[src/design/clns_pkg.sv]
// shared types, codes and phase tables for the 4-bit character lcd sequencer
// no dependencies
package clns_pkg;

  localparam int PulseW   = 10;
  localparam int ExecW    = 14;
  localparam int ClearW   = 17;
  localparam int PowerupW = 20;
  localparam int HoldW    = 21;
  localparam int CfgDataW = 20;
  localparam int StepW    = 5;

  localparam logic [HoldW-1:0] WaitFirstUs = HoldW'(5000);
  localparam logic [HoldW-1:0] WaitNextUs  = HoldW'(150);

  localparam logic [7:0] CursorRow0 = 8'h80;
  localparam logic [7:0] CursorRow1 = 8'hC0;
  localparam logic [7:0] FnSet4Bit  = 8'h28;
  localparam logic [7:0] DisplayOff = 8'h08;
  localparam logic [7:0] ClearCmd   = 8'h01;
  localparam logic [7:0] EntryMode  = 8'h06;
  localparam logic [7:0] DisplayOn  = 8'h0C;
  localparam logic [3:0] WakeNibble = 4'h3;
  localparam logic [3:0] Mode4Nib   = 4'h2;

  localparam logic [StepW-1:0] InitLastStep  = StepW'(28);
  localparam logic [StepW-1:0] InitByteStart = StepW'(9);

  typedef enum logic [1:0] {
    CMD_INIT   = 2'd0,
    CMD_WRITE  = 2'd1,
    CMD_CLEAR  = 2'd2,
    CMD_CURSOR = 2'd3
  } cmd_t;

  typedef enum logic [1:0] {
    REG_PULSE   = 2'd0,
    REG_EXEC    = 2'd1,
    REG_CLEAR   = 2'd2,
    REG_POWERUP = 2'd3
  } reg_idx_t;

  typedef enum logic [2:0] {
    HOLD_PULSE,
    HOLD_POWERUP,
    HOLD_WAIT_FIRST,
    HOLD_WAIT_NEXT,
    HOLD_EXEC,
    HOLD_CLEAR
  } hold_sel_t;

  typedef struct packed {
    logic       init;
    logic       rs;
    logic [7:0] value;
    logic       clr;
  } entry_t;

  typedef struct packed {
    logic      en;
    logic [3:0] nib;
    hold_sel_t hold_sel;
  } phase_t;

  typedef struct packed {
    logic [PulseW-1:0]   pulse_us;
    logic [ExecW-1:0]    exec_us;
    logic [ClearW-1:0]   clear_us;
    logic [PowerupW-1:0] powerup_us;
  } cfg_t;

  function automatic phase_t byte_phase(input logic [7:0] value, input logic [1:0] sub,
                                        input logic clr);
    phase_t p;
    p.en       = ~sub[0];
    p.nib      = sub[1] ? value[3:0] : value[7:4];
    p.hold_sel = (sub == 2'd3) ? (clr ? HOLD_CLEAR : HOLD_EXEC) : HOLD_PULSE;
    return p;
  endfunction

  function automatic phase_t init_phase(input logic [StepW-1:0] idx);
    phase_t           p;
    logic [StepW-1:0] k;
    logic [StepW-1:0] j;
    logic [7:0]       b;
    k = idx - StepW'(1);
    j = idx - InitByteStart;
    case (j[4:2])
      3'd0:    b = FnSet4Bit;
      3'd1:    b = DisplayOff;
      3'd2:    b = ClearCmd;
      3'd3:    b = EntryMode;
      default: b = DisplayOn;
    endcase
    if (idx == '0) begin
      p.en       = 1'b0;
      p.nib      = 4'h0;
      p.hold_sel = HOLD_POWERUP;
    end else if (idx < InitByteStart) begin
      p.en  = ~k[0];
      p.nib = (k[2:1] == 2'd3) ? Mode4Nib : WakeNibble;
      if (!k[0]) p.hold_sel = HOLD_PULSE;
      else if (k == StepW'(1)) p.hold_sel = HOLD_WAIT_FIRST;
      else p.hold_sel = HOLD_WAIT_NEXT;
    end else begin
      p = byte_phase(b, j[1:0], j[4:2] == 3'd2);
    end
    return p;
  endfunction

endpackage

[src/design/clns_front.sv]
// request classifier: turns a request into a byte or init queue entry
// depends on clns_pkg
module clns_front (
  input  logic [1:0]      cmd,
  input  logic [7:0]      byte_value,
  input  logic            is_data,
  input  logic            row,
  input  logic [5:0]      col,
  output clns_pkg::entry_t entry
);
  import clns_pkg::*;

  always_comb begin
    entry.init  = 1'b0;
    entry.rs    = 1'b0;
    entry.value = byte_value;
    entry.clr   = 1'b0;
    case (cmd_t'(cmd))
      CMD_INIT:   entry.init = 1'b1;
      CMD_WRITE:  entry.rs = is_data;
      CMD_CLEAR: begin
        entry.value = ClearCmd;
        entry.clr   = 1'b1;
      end
      CMD_CURSOR: entry.value = (row ? CursorRow1 : CursorRow0) + {2'b00, col};
      default:    entry.init = 1'b0;
    endcase
  end

endmodule

[src/design/clns_queue.sv]
// two-entry request queue between classifier and phase sequencer
// depends on clns_pkg
module clns_queue (
  input  logic             clk,
  input  logic             rst,
  input  logic             push,
  input  clns_pkg::entry_t push_entry,
  input  logic             pop,
  output clns_pkg::entry_t head,
  output logic             empty,
  output logic             full
);
  import clns_pkg::*;

  entry_t     mem [2];
  logic       wr_ptr;
  logic       rd_ptr;
  logic [1:0] count;

  assign empty = (count == 2'd0);
  assign full  = (count == 2'd2);
  assign head  = mem[rd_ptr];

  always_ff @(posedge clk) begin
    if (push) mem[wr_ptr] <= push_entry;
  end

  always_ff @(posedge clk) begin
    if (rst) begin
      wr_ptr <= 1'b0;
      rd_ptr <= 1'b0;
      count  <= 2'd0;
    end else begin
      if (push) wr_ptr <= ~wr_ptr;
      if (pop) rd_ptr <= ~rd_ptr;
      count <= count + {1'b0, push} - {1'b0, pop};
    end
  end

endmodule

[src/design/clns_back.sv]
// phase sequencer: expands the queue head into pin phases, one per cycle while the queue is not empty
// depends on clns_pkg
module clns_back (
  input  logic                     clk,
  input  logic                     rst,
  input  clns_pkg::entry_t         head,
  input  logic                     empty,
  input  clns_pkg::cfg_t           cfg,
  output logic                     pop,
  output logic                     strobe,
  output logic                     rs_pin,
  output logic                     en_pin,
  output logic [3:0]               data_nibble,
  output logic [clns_pkg::HoldW-1:0] hold_us,
  output logic                     last
);
  import clns_pkg::*;

  logic [StepW-1:0] step;
  phase_t           ph;
  logic             is_last;
  logic [HoldW-1:0] hold_next;
  logic [HoldW-1:0] pulse_ext;

  always_comb begin
    if (head.init) begin
      ph      = init_phase(step);
      is_last = (step == InitLastStep);
    end else begin
      ph      = byte_phase(head.value, step[1:0], head.clr);
      is_last = (step[1:0] == 2'd3);
    end
  end

  assign pop       = ~empty & is_last;
  assign pulse_ext = HoldW'(cfg.pulse_us);

  always_comb begin
    case (ph.hold_sel)
      HOLD_PULSE:      hold_next = pulse_ext;
      HOLD_POWERUP:    hold_next = HoldW'(cfg.powerup_us);
      HOLD_WAIT_FIRST: hold_next = pulse_ext + WaitFirstUs;
      HOLD_WAIT_NEXT:  hold_next = pulse_ext + WaitNextUs;
      HOLD_EXEC:       hold_next = pulse_ext + HoldW'(cfg.exec_us);
      HOLD_CLEAR:      hold_next = pulse_ext + HoldW'(cfg.exec_us) + HoldW'(cfg.clear_us);
      default:         hold_next = pulse_ext;
    endcase
  end

  always_ff @(posedge clk) begin
    if (rst) begin
      step   <= '0;
      strobe <= 1'b0;
    end else begin
      strobe <= ~empty;
      if (!empty) step <= is_last ? '0 : step + StepW'(1);
    end
  end

  always_ff @(posedge clk) begin
    rs_pin      <= head.rs;
    en_pin      <= ph.en;
    data_nibble <= ph.nib;
    hold_us     <= hold_next;
    last        <= is_last;
  end

endmodule

[src/design/char_lcd_nibble_sequencer_top.sv]
// 4-bit character lcd sequencer: classifier, two-entry queue, phase sequencer
// start writes the queue and each phase is registered at the outputs; then one phase per
// cycle while the queue is not empty, 4 phases per byte request and 29 per init, so byte
// requests run back to back; busy is high while the two-entry queue is full; results cannot be stalled
// synchronous reset empties the queue and loads the register defaults
// depends on clns_pkg, clns_front, clns_queue, clns_back
module char_lcd_nibble_sequencer_top (
  input  logic                        clk,
  input  logic                        rst,
  input  logic                        start,
  output logic                        busy,
  input  logic [1:0]                  cmd,
  input  logic [7:0]                  byte_value,
  input  logic                        is_data,
  input  logic                        row,
  input  logic [5:0]                  col,
  input  logic                        cfg_valid,
  output logic                        cfg_ready,
  input  logic [1:0]                  cfg_index,
  input  logic [clns_pkg::CfgDataW-1:0] cfg_data,
  output logic                        strobe,
  output logic                        rs_pin,
  output logic                        en_pin,
  output logic [3:0]                  data_nibble,
  output logic [clns_pkg::HoldW-1:0]  hold_us,
  output logic                        last
);
  import clns_pkg::*;

  cfg_t   cfg;
  entry_t entry;
  entry_t head;
  logic   empty;
  logic   full;
  logic   pop;

  assign cfg_ready = 1'b1;
  assign busy      = full;

  always_ff @(posedge clk) begin
    if (rst) begin
      cfg.pulse_us   <= PulseW'(50);
      cfg.exec_us    <= ExecW'(200);
      cfg.clear_us   <= ClearW'(2000);
      cfg.powerup_us <= PowerupW'(100000);
    end else if (cfg_valid && cfg_ready) begin
      case (reg_idx_t'(cfg_index))
        REG_PULSE:   cfg.pulse_us   <= cfg_data[PulseW-1:0];
        REG_EXEC:    cfg.exec_us    <= cfg_data[ExecW-1:0];
        REG_CLEAR:   cfg.clear_us   <= cfg_data[ClearW-1:0];
        REG_POWERUP: cfg.powerup_us <= cfg_data[PowerupW-1:0];
        default:     cfg.pulse_us   <= cfg.pulse_us;
      endcase
    end
  end

  clns_front u_front (
    .cmd        (cmd),
    .byte_value (byte_value),
    .is_data    (is_data),
    .row        (row),
    .col        (col),
    .entry      (entry)
  );

  clns_queue u_queue (
    .clk        (clk),
    .rst        (rst),
    .push       (start & ~full),
    .push_entry (entry),
    .pop        (pop),
    .head       (head),
    .empty      (empty),
    .full       (full)
  );

  clns_back u_back (
    .clk         (clk),
    .rst         (rst),
    .head        (head),
    .empty       (empty),
    .cfg         (cfg),
    .pop         (pop),
    .strobe      (strobe),
    .rs_pin      (rs_pin),
    .en_pin      (en_pin),
    .data_nibble (data_nibble),
    .hold_us     (hold_us),
    .last        (last)
  );

endmodule

[config.mk]
export PLATFORM = sky130hd
export DESIGN_NAME = char_lcd_nibble_sequencer_top
export DESIGN_NICKNAME = d
export VERILOG_FILES = /design/src/design/clns_pkg.sv /design/src/design/clns_front.sv /design/src/design/clns_queue.sv /design/src/design/clns_back.sv /design/src/design/char_lcd_nibble_sequencer_top.sv
export SDC_FILE = /design/constraint.sdc
export NUM_CORES = 1
export LEC_CHECK = 0
export BUFFER_PORTS_ARGS = -buffer_cell sky130_fd_sc_hd__buf_2
export CORE_MARGIN = 3
export CORE_UTILIZATION = 55
export DETAILED_ROUTE_END_ITERATION = 10
export PLACE_DENSITY = 0.78
export SLEW_MARGIN = 20
export SYNTH_ARGS = -nofsm -noshare
export SYNTH_HDL_FRONTEND = slang
export SYNTH_HIERARCHICAL = 1
export SYNTH_SLANG_ARGS = --single-unit
[constraint.sdc]
create_clock -name clk -period 4.4 [get_ports clk]
set_input_delay 0.44 -clock clk [delete_from_list [all_inputs] [get_ports clk]]
set_output_delay 0.44 -clock clk [all_outputs]
set_load 0.005 [all_outputs]
[Word level (Yosys, flattened, before mapping)]
Memories as Yosys holds them, arrays and structs flattened. A register that Yosys moved wholly into a read port is not among the register bits.
Index checks and enable logic that the tools add are counted.
Storage, ports and cells
  register bits: 99
  RAM bits: 22
  bits of input ports: 44
  output and inout bits: 31
  word-level logic and storage cells: 89
  memories kept: 1
Operators by class
  add/sub/neg operators: 10
  magnitude comparators: 1
  equal/unequal tests: 20
  muxes and demuxes: 25
  bitwise operators: 9
  reductions and logical operators: 9
Memory list
  u_queue.mem: depth 2, width 11, rd ports 1, clocked after memory_dff 1, write ports 1, line clns_queue.sv:15  | entry_t mem [2];
Operators with widths (count)
  $pmux 21 s5: 1
  $mux 8: 3
  $pmux 6 s4: 1
  $add 21x17->21: 1
  $eq 2x2->1 const B: 8
  $pmux 8 s2: 1
  $add 10x14->15: 1
  $add 10x13->14 const B: 1
  $eq 3x2->1 const B: 4
  $mux 1: 12
  $add 10x8->11 const B: 1
  $mux 3: 3
  $add 8x6->8: 1
  $mux 4: 2
  $reduce_and 2->1: 4
  $mux 7: 1
  $not 1->1: 7
  $eq 3x1->1 const B: 2
  $eq 3x3->1 const B: 2
  $logic_not 2->1: 3
  $add 5x1->5 const B: 1
  $eq 5x1->1 const B: 1
  $eq 5x5->1 const B: 1
  $logic_not 5->1: 1
  9 further kinds: 11

[Depth between registers and ports, before layout]
Gate-level depths: netlist of the first run.
  depth in word-level cells: 9
  gate-level depth with buffers: 15
  gate-level depth less buffers: 15

[Hierarchy]
Netlist of the first run, hierarchy kept.
By module, submodules not included
  clns_back: times used 1, cells each 421, area an instance 3345.7 sq um, seq. area each 660.6 sq um
  char_lcd_nibble_sequencer_top: times used 1, cells each 242, area an instance 2502.4 sq um, seq. area each 1221.2 sq um
  clns_queue: times used 1, cells each 55, area an instance 1008.5 sq um, seq. area each 760.7 sq um
  clns_front: times used 1, cells each 16, area an instance 111.4 sq um, seq. area each 0.0 sq um

[Least setup slack after synthesis of the first run]
OpenSTA, ideal clock, no wires.
  kind: register to register
  start point: register, netlist name cfg[55]
  end point: register u_back/hold_us[15] in the netlist's numbering
  library setup time: 0.130 ns
  arrival: 3.211 ns
  required time: 4.270 ns
  slack: 1.059 ns
  stages on the path, launching flop included: 16
  buffers on the path: 0
  clock period less this slack: 3.341 ns
  path through: dfxtp_1 > ha_1 > a21o_1 > a31oi_1 > a21oi_1 > a211oi_1 > o21ai_0 > xor2_1 > ha_1 > a21o_1 > a21o_1 > a31oi_1 > nand3_1 > o31ai_1 > xor2_1 > o21ai_0
On the way
  cells in the longest elaborated chain, start to end: 3
RTL lines
  $add 10x14->15: line clns_back.sv:45  | HOLD_CLEAR: hold_next = pulse_ext + HoldW'(cfg.exec_us) + HoldW'(cfg.clear_us);
  $add 21x17->21: line clns_back.sv:45
  $pmux 21 s5: line clns_back.sv:39  | case (ph.hold_sel)
  net u_back.hold_next[15]: line clns_back.sv:22  | logic [HoldW-1:0] hold_next;
  to (signal assigned): line clns_back.sv:64  | hold_us <= hold_next;
  to (decl): line clns_back.sv:14  | output logic [clns_pkg::HoldW-1:0] hold_us,
The timed path passes the listed nets, and every way through them passes these cells.
A chain may end at the register's enable or synchronous reset.

[Worst setup path in the final report of the first run]
  start point: register, netlist name cfg[55]
  end point: register u_back/hold_us[15] in the netlist's numbering
On the way
  cells in the longest elaborated chain, start to end: 3
RTL lines (line)
  $add 10x14->15: clns_back.sv:45
  $add 21x17->21: clns_back.sv:45
  $pmux 21 s5: clns_back.sv:39
  net u_back.hold_next[15]: clns_back.sv:22
The timed path passes the listed nets, and every way through them passes these cells.

==> results of run 1 <==
power groups by stage:
stage | clock network, mW | registers [mW] | logic (mW)
3_5_place_dp | 0 | 1.31 | 0.705
5_1_grt | 1.48 | 1.30 | 0.786
2_1_floorplan | 0 | 1.29 | 0.512
4_1_cts | 1.44 | 1.29 | 0.711
3_3_place_gp | 0 | 1.30 | 0.685
6_report | 1.42 | 1.29 | 0.718
worst min path at each step:
stage | end | from | depth (start not counted) | slack [ps]
finish | cfg[18] | cfg_data[18] | 3 | 280
global route | cfg[58] | cfg_data[7] | 3 | 290
CTS | cfg[18] | cfg_data[18] | 3 | 280
detailed placement | u_back/hold_us[17] | cfg[17] | 2 | 460
global placement | u_back/hold_us[16] | cfg[16] | 2 | 450
floorplan | u_back/hold_us[15] | cfg[15] | 2 | 430
flip-flops by register name (all words and copies together) (netlist names), named ones only:
register / cells
u_back/step: 5
u_queue/rd_ptr: 1
u_back/en_pin: 1
u_back/rs_pin: 1
u_back/last: 1
u_queue/count: 2
u_queue/mem: 22
u_back/strobe: 1
u_back/hold_us: 20
u_queue/wr_ptr: 1
cfg: 61
u_back/data_nibble: 4
cell usage after synthesis (3+ instances only):
| library cell | number |
|---|---|
| a221o_1 | 4 |
| o32ai_1 | 3 |
| inv_1 | 19 |
| mux2i_1 | 66 |
| a211oi_1 | 7 |
| mux2_2 | 11 |
| nand3b_1 | 3 |
| o31ai_1 | 3 |
| buf_2 | 13 |
| nor4_1 | 3 |
| edfxtp_1 | 22 |
| dfxtp_1 | 99 |
| a22oi_1 | 6 |
| o211ai_1 | 6 |
| buf_4 | 4 |
| nor2_1 | 70 |
| clkbuf_1 | 17 |
| nor2b_1 | 13 |
| a221oi_2 | 4 |
| buf_6 | 5 |
| xnor2_1 | 24 |
| a211o_1 | 3 |
| o21ai_0 | 24 |
| a21oi_1 | 26 |
| nand4_1 | 3 |
| xor2_1 | 13 |
| nor3_1 | 3 |
| ha_1 | 35 |
| a21o_1 | 10 |
| or3_1 | 3 |
| nand2b_1 | 70 |
| o21a_1 | 6 |
| nand3_1 | 14 |
| and2_1 | 4 |
| o22ai_1 | 7 |
| a22o_1 | 7 |
| a31oi_1 | 8 |
| and3_1 | 9 |
| nand2_1 | 38 |
area by class of cell:
| type | count | share of cell area |
|---|---|---|
| clock buffer | 19 | 0.0544 |
| clock inverter | 13 | 0.0215 |
| inverter | 20 | 0.00943 |
| multi-input combinational | 553 | 0.506 |
| sequential | 121 | 0.332 |
| tap | 168 | 0.0264 |
| timing repair buffer | 77 | 0.0500 |
cells in the final DEF, fill, tap and decap left out, drive strengths merged, types with 5 or more instances in the layout:
cell type | synthesis | routed
o21ai | 26 | 26
a211oi | 7 | 7
a221oi | 6 | 6
nand3 | 14 | 14
clkbuf | 18 | 19
and2 | 5 | 5
mux2i | 66 | 66
o22ai | 7 | 7
dfxtp | 99 | 99
a22o | 7 | 7
nor2b | 13 | 13
a21o | 10 | 10
mux2 | 11 | 11
edfxtp | 22 | 22
o21a | 6 | 6
a31oi | 9 | 9
nand2b | 70 | 70
buf | 22 | 77
a21oi | 26 | 26
xor2 | 13 | 13
nor2 | 72 | 72
inv | 20 | 22
xnor2 | 25 | 25
clkinv | 0 | 6
ha | 35 | 35
nand2 | 39 | 39
o211ai | 6 | 6
and3 | 10 | 10
a22oi | 6 | 6
kinds of logic after synthesis:
kind of cell,after synthesis,synth area share
AO/OA/AOI/OAI,144,0.148
XOR/XNOR,39,0.0521
adder cells (fa/ha/maj),37,0.0686
buffers and inverters,60,0.0424
flip-flops,121,0.379
multiplexers,77,0.113
other,2,0.00108
AND/OR/NAND/NOR,254,0.196
layer usage:
layer | wire [um] | track usage | vias up | part of all wire
met5 | 0 | 0 | - | 0
met4 | 429 | 0.0934 | 0 | 0.025
met3 | 1030 | 0.0545 | 34 | 0.061
met2 | 8010 | 0.389 | 186 | 0.47
met1 | 7560 | 0.331 | 2647 | 0.44
li1 | - | - | 2722 | -
worst max-delay path, stage by stage, from the launching register on:
cell and delay, ps:
dfxtp_1 410, ha_1 320, a21o_1 220, a31oi_1 360, a21oi_1 130, a211oi_1 370, o21ai_0 180, xor2_1 280
ha_1 340, a21o_1 190, a21o_1 190, a31oi_1 170, nand3_1 150, o31ai_1 330, xor2_1 180, o21ai_0 80
stage by stage:
stage,power [mW],cells,util,cell area (um2)
global route,3.57,971,0.652,7960
floorplan,1.80,734,-,6970
detailed placement,2.01,939,0.602,7360
global placement,1.99,939,0.602,7360
CTS,3.43,971,0.652,7960
finish,3.42,971,0.652,7960
==> impl_results.md, run 1 <==
* Cell Area, Synth at 0.00697 mm2
* Skew-Pair Late Insertion Delay at 420 ps
* Power density over cell area at 430 mW/mm2
* Clk slew on worst S/H paths at 60 ps
* NetSw at 0.985 mW
* FF-to-FF setup slack at 380 ps
* Worst setup path end: u_back/hold_us[15]
* Place WS at 503 ps
* Maximum vdd drop at 0.000325 V
* Critical Path Fanout Max at 6
* FF/Latch Area at 0.00264 mm2
* Worst Path Arrival at 4330 ps
* CTS root buffer: clkbuf_16
* Number of synthesized flops with an enable pin at 22
* Synthesized instance count at 734
* Routed vias/inst at 5.76
* Fillers at 1029
* Row count at 40
* Post-CTS resize count at 0
* Pre-antenna DRT Iters at 5
* WP data required at 4700 ps
* Netlist cell types at 75
* Vias in the first global route at 5415
* CP Launch Point: cfg[55]
* Register share of total power at 0.376
* Yosys Warn Count at 6
* Setup crit start kind: flip-flop
* Proportion of layout cells with a drive suffix above 1 at 0.168
* Ports at 75
* DRC at 0
* Kind of critical path: flip-flop to flip-flop
* ANT cells at 0
* Post-route setup slack at 375 ps
* R2r endpoint: u_back/hold_us[15]
* Syn Area/Cell at 9.49 um2
* Fin crit period at 4020 ps
* Ys flop type: dfxtp_1
* Top cells by area, synth: dfxtp_1 (28%), edfxtp_1 (9.5%), mux2i_1 (9.5%), ha_1 (6.3%), nand2b_1 (6.3%)
* GR Overflow Total at 0
* Multi-input gate area at 0.00403 mm2
* I/O Buffers at 72
* Final Max Slew Viols at 0
* Fin Clk Skew at 7.42 ps
* Number of hold buffers added after cts at 0
* Hold Slack at 282 ps
* DPL Wire Length at 12.1 mm
* Initial core utilization at 0.571
* Max-cap violation count at 0
* Die Span X at 119 um
* DIE HEIGHT at 119 um
* Clock Power Share at 0.414
* Part of the power in combinational logic at 0.210
* GPL Wtd Cong at 0.958
* WL final at 17.0 mm
* Seq/Total Area, Yosys at 0.379
* CTS Sinks at 121
* Final period utilization at 0.915
* Area leader, netlist: dfxtp_1
* H-tree depth at 4
* First-pass GRT wire length at 27.5 mm
* Via count at 5589
* Layout Area Growth over Synthesis at 14.2%
* Switch share at 0.288
* Yosys top cell area share at 0.284
* Initial antenna violation count at 0
* WL/cell at 17.5 um
* Post-DRT Antenna Nets at 0
* Internal power at 2.44 mW
* Clock Path Buffers at 2
* Asr flop ratio synth at 0
* Initial DRC Count at 424
* Leakage at 3.43 nW
* Status: completed
* # setup viols final at 0
* R2R depth at 15
* Pin count of the biggest net entering global routing at 52
* RSZ-0062 raised after global routing: no
* Core box area at 0.0122 mm2
* Tot GR Track Use at 0.246
* HP Class: primary input to flip-flop
* R2r startpoint: cfg[55]
* Mapped Nets at 815
* Setup TNS at 0 ps
* Critical path endpoint category: flip-flop
* Worst Tran Pin Value at 1130 ps
* Number of synthesized register bits at 121
* Final #Nets at 871
* CTS tree: built
* Die ar. at 0.0141 mm2
* Postcts setup bufs at 0
* Slew margin rel. at 0.246
* Final hold vios at 0
* Num CTS Buffers at 17
* Achievable frequency at 248 MHz
Power figures use the tool's default switching activity.
==> run 2: changes to the inputs <==
--- a/config.mk
+++ b/config.mk
@@ -6,10 +6,12 @@
 export NUM_CORES = 1
 export LEC_CHECK = 0
 export BUFFER_PORTS_ARGS = -buffer_cell sky130_fd_sc_hd__buf_2
+export CAP_MARGIN = 30
 export CORE_MARGIN = 3
 export CORE_UTILIZATION = 55
 export DETAILED_ROUTE_END_ITERATION = 10
 export PLACE_DENSITY = 0.78
+export SETUP_SLACK_MARGIN = 0.4
 export SLEW_MARGIN = 20
 export SYNTH_ARGS = -nofsm -noshare
 export SYNTH_HDL_FRONTEND = slang
==> run 2 against run 1 <==
  * Die area stayed put
  * Sequential power is essentially flat
  * Worst setup slack better by 260 ps
  * Clock-buffer cell count unchanged
  * Non-clock buffer count rose by 3
  * Critical path type unchanged
  * Highest routed layer unchanged
==> impl_results.md, run 2 (synthesized netlist as in run 1, its figures left out) <==
* Initial antenna violation count at 0
* Met2 Track Usage GR at 0.385
* Hold_sp: cfg_data[7]
* Fin Clk Skew at 17.4 ps
* Die Span X at 119 um
* Setup TNS at 0 ps
* Die ar. at 0.0141 mm2
* Largest reg by FF count: cfg
* Post-DRT Antenna Nets at 0
* Critical Path Fanout Max at 5
* Most frequent cells in the layout: dfxtp_1 (99), buf_2 (72), nand2b_1 (70), nor2_1 (70), mux2i_1 (66)
* CTS tree: built
* DPL Wire Length at 12.1 mm
* Hold Path Cell Cnt at 3
* Num CTS Buffers at 17
* Pin count of the biggest net entering global routing at 52
* Critical path endpoint category: flip-flop
* WL/cell at 17.6 um
* Pre-antenna DRT Iters at 5
* Met3 Track Usage GR at 0.0550
* WP data required at 4700 ps
* Final hold vios at 0
* Row count at 40
* Fin area at 0.00800 mm2
* R2R depth at 13
* Grt peak-use layer: met2
* GR Overflow Total at 0
* Achievable frequency at 266 MHz
* HP Class: primary input to flip-flop
* Tot GR Track Use at 0.246
* # setup viols final at 0
* Core box area at 0.0122 mm2
* Power density over cell area at 429 mW/mm2
* CP max stage cell: a211oi_1
* Clk slew on worst S/H paths at 60 ps
* Max reg flops at 61
* Clock Path Buffers at 2
* DIE HEIGHT at 119 um
* Placed Area at 0.00737 mm2
* R2r endpoint: u_back/hold_us[15]
* Largest regs: cfg: 61 flops, u_queue/mem: 22 flops, u_back/hold_us: 20 flops
* Final #Nets at 874
* Max stage delay on crit path at 440 ps
* H-tree depth at 4
* First-pass GRT wire length at 27.4 mm
* Worst Path Buf+Inv at 0
* Final period utilization at 0.856
* Final Max Slew Viols at 0
* Vias in the first global route at 5423
* CTS Sinks at 121
* Ports at 75
* Routed vias/inst at 5.73
* Fin crit period at 3760 ps
* Met1 usage at 0.330
* Slew margin rel. at 0.307
* RSZ-0062 raised after global routing: no
* Worst Path Arrival at 4060 ps
* GPL Wtd Cong at 0.958
* DRC at 0
* Maximum vdd drop at 0.000334 V
* Cell family with most CP delay: compound AO/OA/AOI/OAI gates
* Max-cap violation count at 0
* Number of hold buffers added after cts at 0
* Leakage at 3.45 nW
* Setup crit start kind: flip-flop
* Worst Tran Pin Value at 1040 ps
* WL final at 17.1 mm
* Initial DRC Count at 334
* Proportion of layout cells with a drive suffix above 1 at 0.174
* Crit path cell chain: ha_1 > fa_1 > a21o_1 > a221oi_1 > xnor2_1 > ha_1 > a211oi_1 > o211ai_1 > nand3_1 > nand3_1 > o31ai_1 > xor2_1 > o21ai_0
* Kind of critical path: flip-flop to flip-flop
* Status: completed
* Initial core utilization at 0.571
* Commonest non-fill, non-tap cell in the layout: dfxtp_1
* I/O Buffers at 72
* FF-to-FF setup slack at 640 ps
* CTS root buffer: clkbuf_16
* Layout Area Growth over Synthesis at 14.8%
* WHS Endpoint: cfg[58]
* Skew-Pair Late Insertion Delay at 430 ps
* Via count at 5585
* R2r startpoint: cfg[51]
* ANT cells at 0
## run 2: cell type report
type,instances,area (um2)
repair buffers,80,428
well taps,168,210
clock inverters,13,171
flip-flops and latches,121,2640
fillers,1027,4210
inverters,20,75.1
clock buffers,19,433
multi-input cells,553,4040
## run 2: worst max path at each step
stage	slack (ps)	end	cells after the start	start
6_report	640	u_back/hold_us[15]	13	cfg[51]
5_1_grt	420	u_back/hold_us[15]	15	cfg[55]
4_1_cts	550	u_back/hold_us[15]	15	cfg[55]
3_5_place_dp	560	u_back/hold_us[15]	15	cfg[55]
3_3_place_gp	750	u_back/hold_us[15]	15	cfg[55]
2_1_floorplan	1060	u_back/hold_us[15]	15	cfg[55]
## run 2: per-stage QoR
| step | hold WS (ps) | utilization | instances | power, mW | worst slack, ps |
|---|---|---|---|---|---|
| 3_5_place_dp | 456 | 0.604 | 940 | 2.01 | 562 |
| 6_report | 282 | 0.655 | 974 | 3.43 | 636 |
| 5_1_grt | 288 | 0.655 | 974 | 3.58 | 417 |
| 2_1_floorplan | 426 | - | 734 | 1.80 | 1060 |
| 3_3_place_gp | 448 | 0.602 | 939 | 1.99 | 752 |
| 4_1_cts | 274 | 0.653 | 972 | 3.43 | 546 |
## run 2: what timing repair did
item,4_1_cts,5_1_grt
gates resized for setup,0,2
setup endpoints to repair,0,3
setup buffers,0,1
## run 2: metal layers
metal,up-vias,wire length (um)
li1,2729,-
met1,2645,7840
met2,177,7910
met3,34,932
met4,0,456
met5,-,0
## run 2: worst register-to-register path: stages (launching register included)
cell      delay [ps]
dfxtp_1          330
ha_1             220
fa_1             410
a21o_1           240
a221oi_1         320
xnor2_1          190
ha_1             320
a211oi_1         440
o211ai_1         250
nand3_1          160
nand3_1          140
o31ai_1          340
xor2_1           180
o21ai_0           80
## run 2: power breakdown
group          switching, mW  total, mW  internal, mW
clock                  0.525       1.42         0.895
combinational          0.410      0.725         0.315
sequential            0.0591       1.29          1.23
==> run 3: changes to the inputs <==
==> constraint.sdc (replaced) <==
create_clock -name clk -period 4.35 [get_ports clk]
set_input_delay 0.435 -clock clk [delete_from_list [all_inputs] [get_ports clk]]
set_output_delay 0.435 -clock clk [all_outputs]
set_load 0.005 [all_outputs]
==> run 3 against run 2 <==
  * Non-clock buffer count is 1 higher
  * Register-to-register slack better by 30 ps
  * Maximum frequency is 2.2% higher
  * Via count is 0.84% higher
  * Sequential power hardly changed
  * Sequential share of layout area is 0.13 points higher
  * First-iteration DRC count is 10% higher
  * Final area is 0.41% lower
  * Highest routed layer unchanged
==> impl_results.md, run 3 (synthesized netlist as in run 1, its figures left out) <==
* Status: completed
* Placed cell count at 940
* Final hold vios at 0
* Worst Path Arrival at 3990 ps
* Via count at 5632
* Number of hold buffers added after cts at 0
* Num CTS Buffers at 17
* DPL Wire Length at 12.2 mm
* Commonest non-fill, non-tap cell in the layout: dfxtp_1
* Critical path endpoint category: flip-flop
* Row count at 40
* Final period utilization at 0.846
* First-pass GRT wire length at 27.4 mm
* HP Class: primary input to flip-flop
* GR Overflow Total at 0
* Final Max Slew Viols at 0
* Power density over cell area at 425 mW/mm2
* Final #Nets at 875
* Switch share at 0.304
* Skew-Pair Late Insertion Delay at 430 ps
* WP data required at 4660 ps
* CTS root buffer: clkbuf_16
* I/O Buffers at 72
* Die ar. at 0.0141 mm2
* RSZ-0062 raised after global routing: no
* Hold_sp: cfg_data[18]
* Post-route setup slack at 668 ps
* Largest regs: cfg: 61 flops, u_queue/mem: 22 flops, u_back/hold_us: 20 flops
* Post-DRT Antenna Nets at 0
* Max-cap violation count at 0
* Hold Path Cell Cnt at 3
* Initial core utilization at 0.571
* R2r startpoint: cfg[51]
* Place WS at 620 ps
* Initial antenna violation count at 0
* CTS Sinks at 121
* Post-route insts no fill at 975
* Kind of critical path: flip-flop to flip-flop
* CTS tree: built
* # setup viols final at 0
* Vias in the first global route at 5499
* H-tree depth at 4
* Critical Path Fanout Max at 5
* Pin count of the biggest net entering global routing at 52
* WL/cell at 17.6 um
* Setup TNS at 0 ps
* Ports at 75
* Leakage at 3.43 nW
* Tot GR Track Use at 0.246
* Maximum vdd drop at 0.000251 V
* Internal power at 2.36 mW
* Achievable frequency at 272 MHz
* Register share of total power at 0.385
* DRC at 0
* Routed vias/inst at 5.78
* Proportion of layout cells with a drive suffix above 1 at 0.175
* Pre-antenna DRT Iters at 5
* Setup crit start kind: flip-flop
* DIE HEIGHT at 119 um
* Largest reg by FF count: cfg
* Worst Tran Pin Value at 927 ps
* WHS Endpoint: cfg[18]
* NetSw at 1.03 mW
* Max reg flops at 61
* ANT cells at 0
* FF-to-FF setup slack at 670 ps
* Clock Path Buffers at 2
* Initial DRC Count at 369
* Part of the power in combinational logic at 0.218
* Most frequent cells in the layout: dfxtp_1 (99), buf_2 (72), nand2b_1 (70), nor2_1 (70), mux2i_1 (66)
* R2R depth at 13
* Slew margin rel. at 0.382
* Overall power at 3.39 mW
* Layout Area Growth over Synthesis at 14.4%
* Fin Clk Skew at 6.35 ps
* Clock Power Share at 0.398
* Fin crit period at 3680 ps
* R2r endpoint: u_back/hold_us[15]
* Clk slew on worst S/H paths at 60 ps
* WL final at 17.1 mm
* Die Span X at 119 um
* GPL Wtd Cong at 0.960
* Core box area at 0.0122 mm2
## run 3: through the flow
stage                util  area, um2  hold slack, ps
global placement    0.602       7360             449
detailed placement  0.604       7370             462
finish              0.653       7970             273
floorplan               -       6970             426
global route        0.653       7970             280
CTS                 0.650       7940             266
## run 3: layout make-up
class	instances	area, um2
clock buffers	17	425
clock inverters	15	139
fillers	1002	4240
inverters	20	75.1
multi-input cells	553	4040
flip-flops and latches	121	2640
well taps	168	210
repair buffers	81	435
## run 3: how the worst max path moves through the flow
stage	from	to	slack, ps	cells after the start
after floorplan	cfg[55]	u_back/hold_us[15]	1010	15
after global placement	cfg[55]	u_back/hold_us[15]	710	15
after detailed placement	cfg[55]	u_back/hold_us[15]	620	15
after CTS	cfg[55]	u_back/hold_us[15]	580	15
after global routing	cfg[55]	u_back/hold_us[15]	400	15
final	cfg[51]	u_back/hold_us[15]	670	13
## run 3: worst max-delay path, cell delays in order (launching register included)
cell and delay [ps]:
dfxtp_1 330, ha_1 220, fa_1 410, a21o_1 240, a221oi_1 320, xnor2_1 180
ha_1 320, a211oi_1 430, o211ai_1 260, nand3_1 140, nand3_1 150, o31ai_1 310
xor2_1 160, o21ai_0 80
## run 3: power groups by stage
stage	clock (mW)	combinational, mW	sequential [mW]
after detailed placement	0	0.715	1.33
after global placement	0	0.692	1.32
final	1.35	0.737	1.30
after global routing	1.42	0.802	1.31
after CTS	1.37	0.723	1.30
after floorplan	0	0.518	1.31
## run 3: what timing repair did
action                     4_1_cts  5_1_grt
setup endpoints to repair        0        3
resized for setup                0        2
setup buffers                    0        2
## run 3: metal layers
metal / global-route usage / wire length (um) / vias up
met3: 0.0684 / 1100 / 36
met2: 0.389 / 8020 / 193
met5: 0 / 0 / -
li1: - / - / 2742
met4: 0.0978 / 486 / 0
met1: 0.320 / 7540 / 2661
